`config.mk`:
```
export PLATFORM = sky130hd
export DESIGN_NAME = window_table_cursor_router
export DESIGN_NICKNAME = d
export VERILOG_FILES = /design/src/rtl/wtcr_pkg.sv /design/src/rtl/wtcr_front.sv /design/src/rtl/wtcr_back.sv /design/src/rtl/window_table_cursor_router.sv
export SDC_FILE = /design/constraint.sdc
export NUM_CORES = 2
export LEC_CHECK = 0
export BUFFER_PORTS_ARGS = -buffer_cell sky130_fd_sc_hd__buf_2
export CAP_MARGIN = 25
export CORE_ASPECT_RATIO = 2
export CORE_UTILIZATION = 41
export CTS_CLUSTER_SIZE = 14
export DETAILED_ROUTE_END_ITERATION = 10
export PLACE_DENSITY = 0.65
export SLEW_MARGIN = 40
export SYNTH_ARGS = -nofsm -noshare
export SYNTH_HDL_FRONTEND = slang
export SYNTH_HIERARCHICAL = 1
export SYNTH_SLANG_ARGS = --single-unit
```
`constraint.sdc`:
```
create_clock -name clk -period 19 [get_ports clk]
set_input_delay 1.9 -clock clk [delete_from_list [all_inputs] [get_ports clk]]
set_output_delay 1.9 -clock clk [all_outputs]
set_load 0.01 [all_outputs]
```
`src/rtl/wtcr_pkg.sv`:
```
// ----------------------------------------------------------------------------
// wtcr_pkg
// Shared types and constants for the window table / cursor router.
// ----------------------------------------------------------------------------
`default_nettype none

package wtcr_pkg;

    localparam int SLOTS_DEF = 16;

    localparam logic [1:0] CMD_MOUSE   = 2'd0;
    localparam logic [1:0] CMD_CREATE  = 2'd1;
    localparam logic [1:0] CMD_COMMIT  = 2'd2;
    localparam logic [1:0] CMD_DESTROY = 2'd3;

    localparam logic [1:0] RK_CREATE = 2'd0;
    localparam logic [1:0] RK_CLOSED = 2'd1;
    localparam logic [1:0] RK_ROUTED = 2'd2;
    localparam logic [1:0] RK_CURSOR = 2'd3;

    localparam logic [1:0] ST_OK     = 2'd0;
    localparam logic [1:0] ST_EXISTS = 2'd1;
    localparam logic [1:0] ST_FULL   = 2'd2;

    localparam logic CFG_WIDTH  = 1'b0;
    localparam logic CFG_HEIGHT = 1'b1;

    localparam logic [11:0] WIDTH_RST  = 12'd640;
    localparam logic [11:0] HEIGHT_RST = 12'd480;
    localparam logic [11:0] CUR_X_RST  = 12'd320;
    localparam logic [11:0] CUR_Y_RST  = 12'd240;

    typedef struct packed {
        logic [1:0]         command;
        logic [15:0]        requester_id;
        logic [11:0]        req_width;
        logic [11:0]        req_height;
        logic               fullscreen_flag;
        logic [15:0]        target_window;
        logic               is_move;
        logic [7:0]         mouse_event_kind;
        logic signed [15:0] delta_x;
        logic signed [15:0] delta_y;
        logic [7:0]         button_bits;
    } item_t;

    typedef struct packed {
        logic [1:0]  result_kind;
        logic [1:0]  status;
        logic [15:0] window_id_out;
        logic [11:0] granted_width;
        logic [11:0] granted_height;
        logic [15:0] dest_owner;
        logic [11:0] local_x;
        logic [11:0] local_y;
        logic [7:0]  buttons_out;
        logic [7:0]  event_kind_out;
        logic        redraw_needed;
    } result_t;

    // front-end classified item handed to the slot engine
    typedef struct packed {
        item_t       item;
        logic        fs;
        logic [11:0] cur_x;
        logic [11:0] cur_y;
        logic        moved;
    } job_t;

    function automatic logic [11:0] clamp_axis(input logic [11:0] cur,
                                               input logic signed [15:0] delta,
                                               input logic [11:0] size);
        logic signed [17:0] p;
        logic signed [17:0] lim;
        begin
            lim = (size == 12'd0) ? 18'sd0 : $signed({6'd0, size}) - 18'sd1;
            p   = $signed({6'd0, cur}) + 18'(delta);
            if (p < 18'sd0)
            begin
                p = 18'sd0;
            end
            if (p > lim)
            begin
                p = lim;
            end
            return p[11:0];
        end
    endfunction

endpackage

`default_nettype wire

```
`src/rtl/wtcr_front.sv`:
```
// ----------------------------------------------------------------------------
// wtcr_front
// Takes commands, applies cursor moves, decides fullscreen, pushes a job.
// ----------------------------------------------------------------------------
`default_nettype none

module wtcr_front (
    input  wire logic            clk,
    input  wire logic            rst_n,
    input  wire logic            start,
    input  wtcr_pkg::item_t      item,
    output logic                 busy,
    input  wire logic [11:0]     scr_w,
    input  wire logic [11:0]     scr_h,
    output logic                 job_valid,
    output wtcr_pkg::job_t       job,
    input  wire logic            job_pop
);
    import wtcr_pkg::*;

    // two-entry queue
    job_t       q_reg [2];
    logic [1:0] cnt_reg;
    logic       rd_reg;
    logic       wr_reg;
    logic [11:0] cx_reg;
    logic [11:0] cy_reg;
    logic       push;
    logic [11:0] nx;
    logic [11:0] ny;
    job_t       nj;

    assign busy = (cnt_reg == 2'd2);
    assign push = start && !busy;
    assign job_valid = (cnt_reg != 2'd0);
    assign job = q_reg[rd_reg];

    always_comb
    begin
        nx = cx_reg;
        ny = cy_reg;
        if (item.command == CMD_MOUSE && item.is_move)
        begin
            nx = clamp_axis(cx_reg, item.delta_x, scr_w);
            ny = clamp_axis(cy_reg, item.delta_y, scr_h);
        end
        nj.item  = item;
        nj.fs    = item.fullscreen_flag || item.req_width == 12'd0 ||
                   item.req_height == 12'd0;
        nj.cur_x = nx;
        nj.cur_y = ny;
        nj.moved = (item.command == CMD_MOUSE) && item.is_move;
    end

    always_ff @(posedge clk)
    begin
        if (push)
        begin
            q_reg[wr_reg] <= nj;
        end
    end

    always_ff @(posedge clk or negedge rst_n)
    begin
        if (!rst_n)
        begin
            cnt_reg <= 2'd0;
            rd_reg  <= 1'b0;
            wr_reg  <= 1'b0;
            cx_reg  <= CUR_X_RST;
            cy_reg  <= CUR_Y_RST;
        end
        else
        begin
            if (push)
            begin
                wr_reg <= ~wr_reg;
                cx_reg <= nx;
                cy_reg <= ny;
            end
            if (job_pop)
            begin
                rd_reg <= ~rd_reg;
            end
            cnt_reg <= cnt_reg + {1'b0, push} - {1'b0, job_pop};
        end
    end

endmodule

`default_nettype wire

```
`src/rtl/wtcr_back.sv`:
```
// ----------------------------------------------------------------------------
// wtcr_back
// Slot table engine: scans the slots one per cycle and issues the result, if any.
// ----------------------------------------------------------------------------
`default_nettype none

module wtcr_back #(
    parameter int SLOTS = wtcr_pkg::SLOTS_DEF
) (
    input  wire logic            clk,
    input  wire logic            rst_n,
    input  wire logic            job_valid,
    input  wtcr_pkg::job_t       job,
    output logic                 job_pop,
    input  wire logic [11:0]     scr_w,
    input  wire logic [11:0]     scr_h,
    output logic                 result_valid,
    output wtcr_pkg::result_t    result
);
    import wtcr_pkg::*;

    localparam int SW = (SLOTS > 1) ? $clog2(SLOTS) : 1;
    localparam logic [SW-1:0] LAST = SW'(SLOTS - 1);

    localparam logic [1:0] S_IDLE = 2'd0;
    localparam logic [1:0] S_SCAN = 2'd1;
    localparam logic [1:0] S_DONE = 2'd2;

    logic [SLOTS-1:0] act_reg;
    logic [15:0]      wid_reg [SLOTS];
    logic [15:0]      own_reg [SLOTS];
    logic [11:0]      sw_reg  [SLOTS];
    logic [11:0]      sh_reg  [SLOTS];
    logic [15:0]      nid_reg;
    logic             pend_reg;
    logic [1:0]       st_reg;
    logic [SW-1:0]    idx_reg;
    logic             found_reg;
    logic [SW-1:0]    fidx_reg;
    logic             exists_reg;
    logic             free_reg;
    logic [SW-1:0]    free_idx_reg;
    result_t          res_reg;
    result_t          res_next;
    logic             rv_reg;

    logic [SW-1:0] ix;
    logic          match;
    logic          lastc;
    logic          dn;
    logic          mouse;

    assign mouse = (job.item.command == CMD_MOUSE);
    // mouse scans high to low, others low to high
    assign ix = mouse ? (LAST - idx_reg) : idx_reg;
    assign lastc = (idx_reg == LAST);

    always_comb
    begin
        match = 1'b0;
        case (job.item.command)
            CMD_MOUSE:  match = act_reg[ix] && job.cur_x < sw_reg[ix] &&
                                job.cur_y < sh_reg[ix];
            default:    match = act_reg[ix] && wid_reg[ix] == job.item.target_window;
        endcase
    end

    assign dn = (st_reg == S_SCAN) && (lastc || (match && !found_reg &&
                 job.item.command != CMD_CREATE));
    assign job_pop = (st_reg == S_DONE);
    assign result_valid = rv_reg;
    assign result = res_reg;

    always_comb
    begin
        res_next = '0;
        res_next.redraw_needed = pend_reg || job.moved ||
            (job.item.command == CMD_DESTROY && found_reg);
        unique case (job.item.command)
            CMD_MOUSE:
            begin
                res_next.result_kind    = found_reg ? RK_ROUTED : RK_CURSOR;
                res_next.window_id_out  = found_reg ? wid_reg[fidx_reg] : 16'd0;
                res_next.dest_owner     = found_reg ? own_reg[fidx_reg] : 16'd0;
                res_next.local_x        = job.cur_x;
                res_next.local_y        = job.cur_y;
                res_next.buttons_out    = job.item.button_bits;
                res_next.event_kind_out = job.item.mouse_event_kind;
            end
            CMD_CREATE:
            begin
                res_next.result_kind = RK_CREATE;
                res_next.dest_owner  = job.item.requester_id;
                if (exists_reg)
                begin
                    res_next.status = ST_EXISTS;
                end
                else if (!free_reg)
                begin
                    res_next.status = ST_FULL;
                end
                else
                begin
                    res_next.status         = ST_OK;
                    res_next.window_id_out  = nid_reg;
                    res_next.granted_width  = job.fs ? scr_w : job.item.req_width;
                    res_next.granted_height = job.fs ? scr_h : job.item.req_height;
                end
            end
            default:
            begin
                res_next.result_kind   = RK_CLOSED;
                res_next.window_id_out = job.item.target_window;
                res_next.dest_owner    = own_reg[fidx_reg];
            end
        endcase
    end

    always_ff @(posedge clk)
    begin
        if (st_reg == S_DONE && job.item.command == CMD_CREATE && !exists_reg &&
            free_reg)
        begin
            wid_reg[free_idx_reg] <= nid_reg;
            own_reg[free_idx_reg] <= job.item.requester_id;
            sw_reg[free_idx_reg]  <= job.fs ? scr_w : job.item.req_width;
            sh_reg[free_idx_reg]  <= job.fs ? scr_h : job.item.req_height;
        end
        if (st_reg == S_DONE)
        begin
            res_reg <= res_next;
        end
    end

    always_ff @(posedge clk or negedge rst_n)
    begin
        if (!rst_n)
        begin
            act_reg      <= '0;
            nid_reg      <= 16'd1;
            pend_reg     <= 1'b0;
            st_reg       <= S_IDLE;
            idx_reg      <= '0;
            found_reg    <= 1'b0;
            fidx_reg     <= '0;
            exists_reg   <= 1'b0;
            free_reg     <= 1'b0;
            free_idx_reg <= '0;
            rv_reg       <= 1'b0;
        end
        else
        begin
            // commit never answers; destroy answers only when the id was found
            rv_reg <= (st_reg == S_DONE) && (job.item.command != CMD_COMMIT) &&
                      (job.item.command != CMD_DESTROY || found_reg);
            unique case (st_reg)
                S_IDLE:
                begin
                    idx_reg    <= '0;
                    found_reg  <= 1'b0;
                    exists_reg <= 1'b0;
                    free_reg   <= 1'b0;
                    if (job_valid)
                    begin
                        st_reg <= S_SCAN;
                    end
                end
                S_SCAN:
                begin
                    if (job.item.command == CMD_CREATE)
                    begin
                        if (act_reg[ix] && own_reg[ix] == job.item.requester_id)
                        begin
                            exists_reg <= 1'b1;
                        end
                        if (!act_reg[ix] && !free_reg)
                        begin
                            free_reg     <= 1'b1;
                            free_idx_reg <= ix;
                        end
                    end
                    else if (match && !found_reg)
                    begin
                        found_reg <= 1'b1;
                        fidx_reg  <= ix;
                    end
                    idx_reg <= idx_reg + SW'(1);
                    if (dn)
                    begin
                        st_reg <= S_DONE;
                    end
                end
                S_DONE:
                begin
                    st_reg <= S_IDLE;
                    unique case (job.item.command)
                        CMD_MOUSE:
                        begin
                            pend_reg <= 1'b0;
                        end
                        CMD_CREATE:
                        begin
                            pend_reg <= 1'b0;
                            if (!exists_reg && free_reg)
                            begin
                                act_reg[free_idx_reg] <= 1'b1;
                                nid_reg <= nid_reg + 16'd1;
                            end
                        end
                        CMD_COMMIT:
                        begin
                            if (found_reg)
                            begin
                                pend_reg <= 1'b1;
                            end
                        end
                        default:
                        begin
                            if (found_reg)
                            begin
                                pend_reg <= 1'b0;
                                act_reg[fidx_reg] <= 1'b0;
                            end
                        end
                    endcase
                end
                default:
                begin
                    st_reg <= S_IDLE;
                end
            endcase
        end
    end

endmodule

`default_nettype wire

```
`src/rtl/window_table_cursor_router.sv`:
```
// ----------------------------------------------------------------------------
// window_table_cursor_router
// Window slot table with cursor tracking and mouse event routing.
//
//  channel | signals                        | direction
//  cmd     | start, busy, cmd               | in
//  result  | result_valid, result           | out (one-cycle strobe)
//  cfg     | cfg_valid, cfg_ready, cfg_*    | in
//
// The back end handles an item in steps: the idle state picks it up, the scan
// state checks up to SLOTS slots one slot per cycle, and the done state issues.
// A two-entry queue lets the front accept while the back end scans.
// Reset clears slot valid bits, sets the id counter to 1 and recentres the cursor.
// Results cannot be stalled; busy rises only when the queue is full.
// ----------------------------------------------------------------------------
`default_nettype none

module window_table_cursor_router #(
    parameter int SLOTS = wtcr_pkg::SLOTS_DEF
) (
    input  wire logic            clk,
    input  wire logic            rst_n,
    input  wire logic            start,
    output logic                 busy,
    input  wtcr_pkg::item_t      cmd,
    output logic                 result_valid,
    output wtcr_pkg::result_t    result,
    input  wire logic            cfg_valid,
    output logic                 cfg_ready,
    input  wire logic            cfg_index,
    input  wire logic [11:0]     cfg_data
);
    import wtcr_pkg::*;

    logic [11:0] w_reg;
    logic [11:0] h_reg;
    logic        jv;
    logic        jp;
    job_t        jb;

    assign cfg_ready = 1'b1;

    always_ff @(posedge clk or negedge rst_n)
    begin
        if (!rst_n)
        begin
            w_reg <= WIDTH_RST;
            h_reg <= HEIGHT_RST;
        end
        else if (cfg_valid)
        begin
            unique case (cfg_index)
                CFG_WIDTH:  w_reg <= cfg_data;
                default:    h_reg <= cfg_data;
            endcase
        end
    end

    wtcr_front u_front (
        .clk       (clk),
        .rst_n     (rst_n),
        .start     (start),
        .item      (cmd),
        .busy      (busy),
        .scr_w     (w_reg),
        .scr_h     (h_reg),
        .job_valid (jv),
        .job       (jb),
        .job_pop   (jp)
    );

    wtcr_back #(.SLOTS(SLOTS)) u_back (
        .clk          (clk),
        .rst_n        (rst_n),
        .job_valid    (jv),
        .job          (jb),
        .job_pop      (jp),
        .scr_w        (w_reg),
        .scr_h        (h_reg),
        .result_valid (result_valid),
        .result       (result)
    );

endmodule

`default_nettype wire

```
[Word-level counts from Yosys, hierarchy flattened]
Memories as Yosys holds them, arrays and structs flattened.
Cells that the tools add are included.
Word-level totals
  bits in registers: 204
  RAM bits: 1164
  bits of input ports: 125
  output and inout port bits: 104
  logic and storage cells: 194
  memories kept: 5
Memory list
  u_front.q_reg: words 2, bits a word 134, read ports 1, clocked after Yosys merged registers in 0, wr ports 1, line wtcr_front.sv:22  | job_t q_reg [2];
  u_back.own_reg: words 16, bits a word 16, read ports 2, clocked after Yosys merged registers in 0, wr ports 1, line wtcr_back.sv:31  | logic [15:0] own_reg [SLOTS];
  u_back.wid_reg: words 16, bits a word 16, read ports 2, clocked after Yosys merged registers in 0, wr ports 1, line wtcr_back.sv:30  | logic [15:0] wid_reg [SLOTS];
  u_back.sh_reg: words 16, bits a word 12, read ports 1, clocked after Yosys merged registers in 0, wr ports 1, line wtcr_back.sv:33  | logic [11:0] sh_reg [SLOTS];
  u_back.sw_reg: words 16, bits a word 12, read ports 1, clocked after Yosys merged registers in 0, wr ports 1, line wtcr_back.sv:32  | logic [11:0] sw_reg [SLOTS];
Cells by class
  $add $sub $neg: 9
  order comparisons: 11
  eq/ne operators: 21
  muxes and demuxes: 53
  bitwise logic cells: 9
  reductions and logical operators: 56
Operator list (count)
  2-to-1 mux 18 bit: 6
  case mux 16 bit (2 select lines): 3
  2-to-1 mux 40 bit: 2
  2-to-1 mux 12 bit: 6
  2-to-1 mux 16 bit: 4
  logical NOT 12 bit: 4
  > comparator 18 bit: 2
  less-than comparator 18 x 1 -> 1 bit (second input constant): 2
  adder 13 x 16 -> 17 bit: 2
  == test 16 bit: 2
  subtractor 12 x 1 -> 13 bit (second input constant): 2
  less-than comparator 12 bit: 2
  AND reduction 3 bit: 7
  logical AND 1 bit: 19
  2-to-1 mux 1 bit: 18
  != test 2 bit (second input constant): 9
  adder 16 x 1 -> 16 bit (second input constant): 1
  AND 16 bit: 1
  NOT 16 bit: 1
  bitwise OR 16 bit: 1
  less-than comparator 4 x 5 -> 1 bit (second input constant): 3
  demux 1 bit (select 4 bit): 2
  == test 2 bit (second input constant): 4
  greater-or-equal comparator 4 x 1 -> 1 bit (second input constant): 2
  22 further kinds: 54

[Longest topological paths before layout]
An unclocked memory read counts as a cell.
  depth after elaboration: 14
  gate-level depth with buffers: 25
  depth with buffers taken out: 19

[Cells and area by module]
Netlist, hierarchy kept.
Modules (own cells, without submodules)
  wtcr_back: times used 1, cells an instance 2880, area an instance 48561.6 sq um, sequential area each 31216.2 sq um
  wtcr_front: times used 1, cells an instance 1071, area an instance 14473.9 sq um, sequential area each 8755.9 sq um
  window_table_cursor_router: times used 1, cells an instance 54, area an instance 972.2 sq um, sequential area each 608.1 sq um

[Worst setup path after synthesis]
No wires, ideal clock.
  kind: input -> register
  from: in start
  to: mem u_front/q_reg[0][0] in the netlist's numbering, enable pin
  library setup time: 0.629 ns
  arrival: 7.673 ns
  data required time: 18.371 ns
  path slack: 10.697 ns
  stages on the path: 3
  path buffers: 1
  cell sequence: nand2b_1 clkbuf_1 nor2_1
On the way
  word-level cells in the longest chain between the ends: 3
Ends and longest elaborated chain
  start, declared: line window_table_cursor_router.sv:23  | input wire logic start,
  logical AND 1 bit: line wtcr_front.sv:34  | assign push = start && !busy;
  2-to-1 mux 1 bit: line wtcr_front.sv:57  | if (push)
  2-to-1 mux 1 bit (not written as such): line wtcr_front.sv:59  | q_reg[wr_reg] <= nj;
  end, declared: line wtcr_front.sv:22
No other way between the ends.

==> impl_metrics.env <==
export IMPL_crit_end="u_back/fidx_reg[3]"
export IMPL_hpwl_um=118000
export IMPL_power_leakage_nw=23.5
export IMPL_fin_hold_ws_ns=0.504
export IMPL_syn_to_final_growth_pct=11.9
export IMPL_grt_usage=0.240
export IMPL_clk_latency_ns=0.76
export IMPL_numClockSinks=1300
export IMPL_hold_start="u_front/cnt_reg[1]"
export IMPL_cts_hold_buf=0
export IMPL_cts_htree_levels=3
export IMPL_initial_core_util=0.414
export IMPL_vias=38280
export IMPL_drv_cap=0
export IMPL_grt_pass1_vias=39154
export IMPL_antenna_found_initial=13
export IMPL_ctsResizeCount=0
export IMPL_cts_setup_buffers=0
export IMPL_cts_root_buf="clkbuf_16"
export IMPL_tns_ns=0
export IMPL_slew_headroom=0.373
export IMPL_die_area_um2=152000
export IMPL_routabilityCongestion=0.902
export IMPL_via_per_inst=6.26
export IMPL_pin_count=229
export IMPL_cts_tree="built"
export IMPL_die_w_um=276
export IMPL_power_density_nw_per_um2=141
export IMPL_drive_gt1_frac=0.269
export IMPL_post_synth_cell_area_avg_um2=15.8
export IMPL_critPathKind="flip-flop to flip-flop"
export IMPL_critPathLaunchType="flip-flop"
export IMPL_post_route_period_util=0.404
export IMPL_path_clk_slew_ns=0.07
export IMPL_syn_area_um2=61600
export IMPL_core_area_um2=149000
export IMPL_synthesis_nets=4112
export IMPL_wl_per_cell_um=30.1
export IMPL_r2r_slack_ns=11.32
export IMPL_worstPathCellList="buf_4 -> mux2_4 -> buf_4 -> o21ai_1 -> nand2_8 -> buf_6 -> buf_6 -> mux4_2 -> nand2_1 -> a21oi_1 -> nor2_1 -> ha_1 -> a21oi_1 -> nor2b_1 -> o21ai_0 -> o2111ai_1 -> nor3_1 -> nand4b_1 -> and2_1 -> mux2i_1 -> nand3_1"
export IMPL_max_clock_freq_mhz=130
export IMPL_numPortBuffers=227
export IMPL_worst_pin_slew_ns=0.935
export IMPL_layout_min_cycle_time_ns=7.68
export IMPL_drtAntennaViolNets=0
export IMPL_cp_slowest_stage_delay_ns=0.64
export IMPL_drt_iter0_drc=3787
export IMPL_worst_r2r_cell_count=21
export IMPL_grt_overflow_total=0
export IMPL_dr_pass1_iters=5
export IMPL_rsz0062_at_grt="no"
export IMPL_cp_data_required_time_ns=19.61
export IMPL_fin_worst_skew_ns=0.0785
export IMPL_timing_rr_end="u_back/fidx_reg[3]"
export IMPL_hp_class="flip-flop to flip-flop"
export IMPL_finalWirelength_um=184000
export IMPL_r2r_start="u_front/rd_reg"
export IMPL_drc=0
export IMPL_grt_max_degree=107
export IMPL_yosysWarningCount=6
export IMPL_synthCells=3901
export IMPL_cp_arrival_ns=8.29
export IMPL_status="completed"
export IMPL_fp_dieH_um=550
export IMPL_slowest_stage="buf_4"
export IMPL_vdd_ir_drop_max_mv=0.132
export IMPL_cts_buffers=113
export IMPL_crit_fanout=73
export IMPL_report_final_slew_viol_count=0
export IMPL_final_common_cell="edfxtp_1"
export IMPL_power_mw=9.69
export IMPL_layout_common_cells="1,197 x edfxtp_1, 402 x mux4_2, 395 x nand2_1"
export IMPL_finalHoldViolCount=0
export IMPL_setup_violations=0
export IMPL_clock_path_buffers=3
export IMPL_final_nets=4305
export IMPL_nFillCells=12857
export IMPL_crit_start="u_front/rd_reg"
export IMPL_grt_pass1_wl_um=265000
export IMPL_cp_end_kind="flip-flop"
export IMPL_num_rows=200
export IMPL_fin_util=0.464
[power breakdown]
part / switching, mW / leakage [nW] / internal, mW
Clock: 1.08 / 1.73 / 1.21
Combinational: 2.39 / 9.51 / 1.41
Sequential: 0.112 / 12.2 / 3.50
Total: 3.57 / 23.5 / 6.12
[routing by layer]
layer / up-vias / share of wire / GRT usage
li1: 16007 / - / -
met1: 19767 / 0.34 / 0.264
met2: 1973 / 0.53 / 0.438
met3: 525 / 0.068 / 0.0323
met5: - / 0.00031 / 0
met4: 8 / 0.063 / 0.146
[worst min path at each step]
stage                     slack [ns]                 end  depth (start not counted)
after detailed placement        0.50  u_front/cnt_reg[1]                          1
after floorplan                 0.45  u_front/cnt_reg[1]                          1
final                           0.50  u_front/cnt_reg[1]                          1
after global routing            0.53  u_front/cnt_reg[1]                          1
after CTS                       0.51  u_front/cnt_reg[1]                          1
after global placement          0.47  u_front/cnt_reg[1]                          1
[critical path, delay by kind of cell, from the launching register on]
family                     cells  cell delay, ns
DFF                            1            0.61
buffers and inverters          4            2.22
and+or+nand+nor                8            2.08
AOI/OAI and AO/OA              5            1.00
adders and majority gates      1            0.26
muxes                          3            1.22
[stage by stage]
stage,area (µm²),worst slack [ns],instances
4_1_cts,68900,11.16,6105
3_5_place_dp,65300,11.20,5898
5_1_grt,68900,10.70,6109
2_1_floorplan,61600,10.98,3901
6_report,68900,11.32,6111
3_3_place_gp,64800,10.75,5883
[layout make-up]
class                      count  area (µm²)  share of cell area
antenna                        6        15.0            0.000218
clock inverter                39         464             0.00674
clock buffer                 168        3140              0.0455
timing repair buffer         328        2170              0.0315
tap                         1919        2400              0.0348
multi-input combinational   2311       22000               0.319
sequential                  1300       38600               0.560
inverter                      40         163             0.00236
Power figures use the tool's default switching activity.
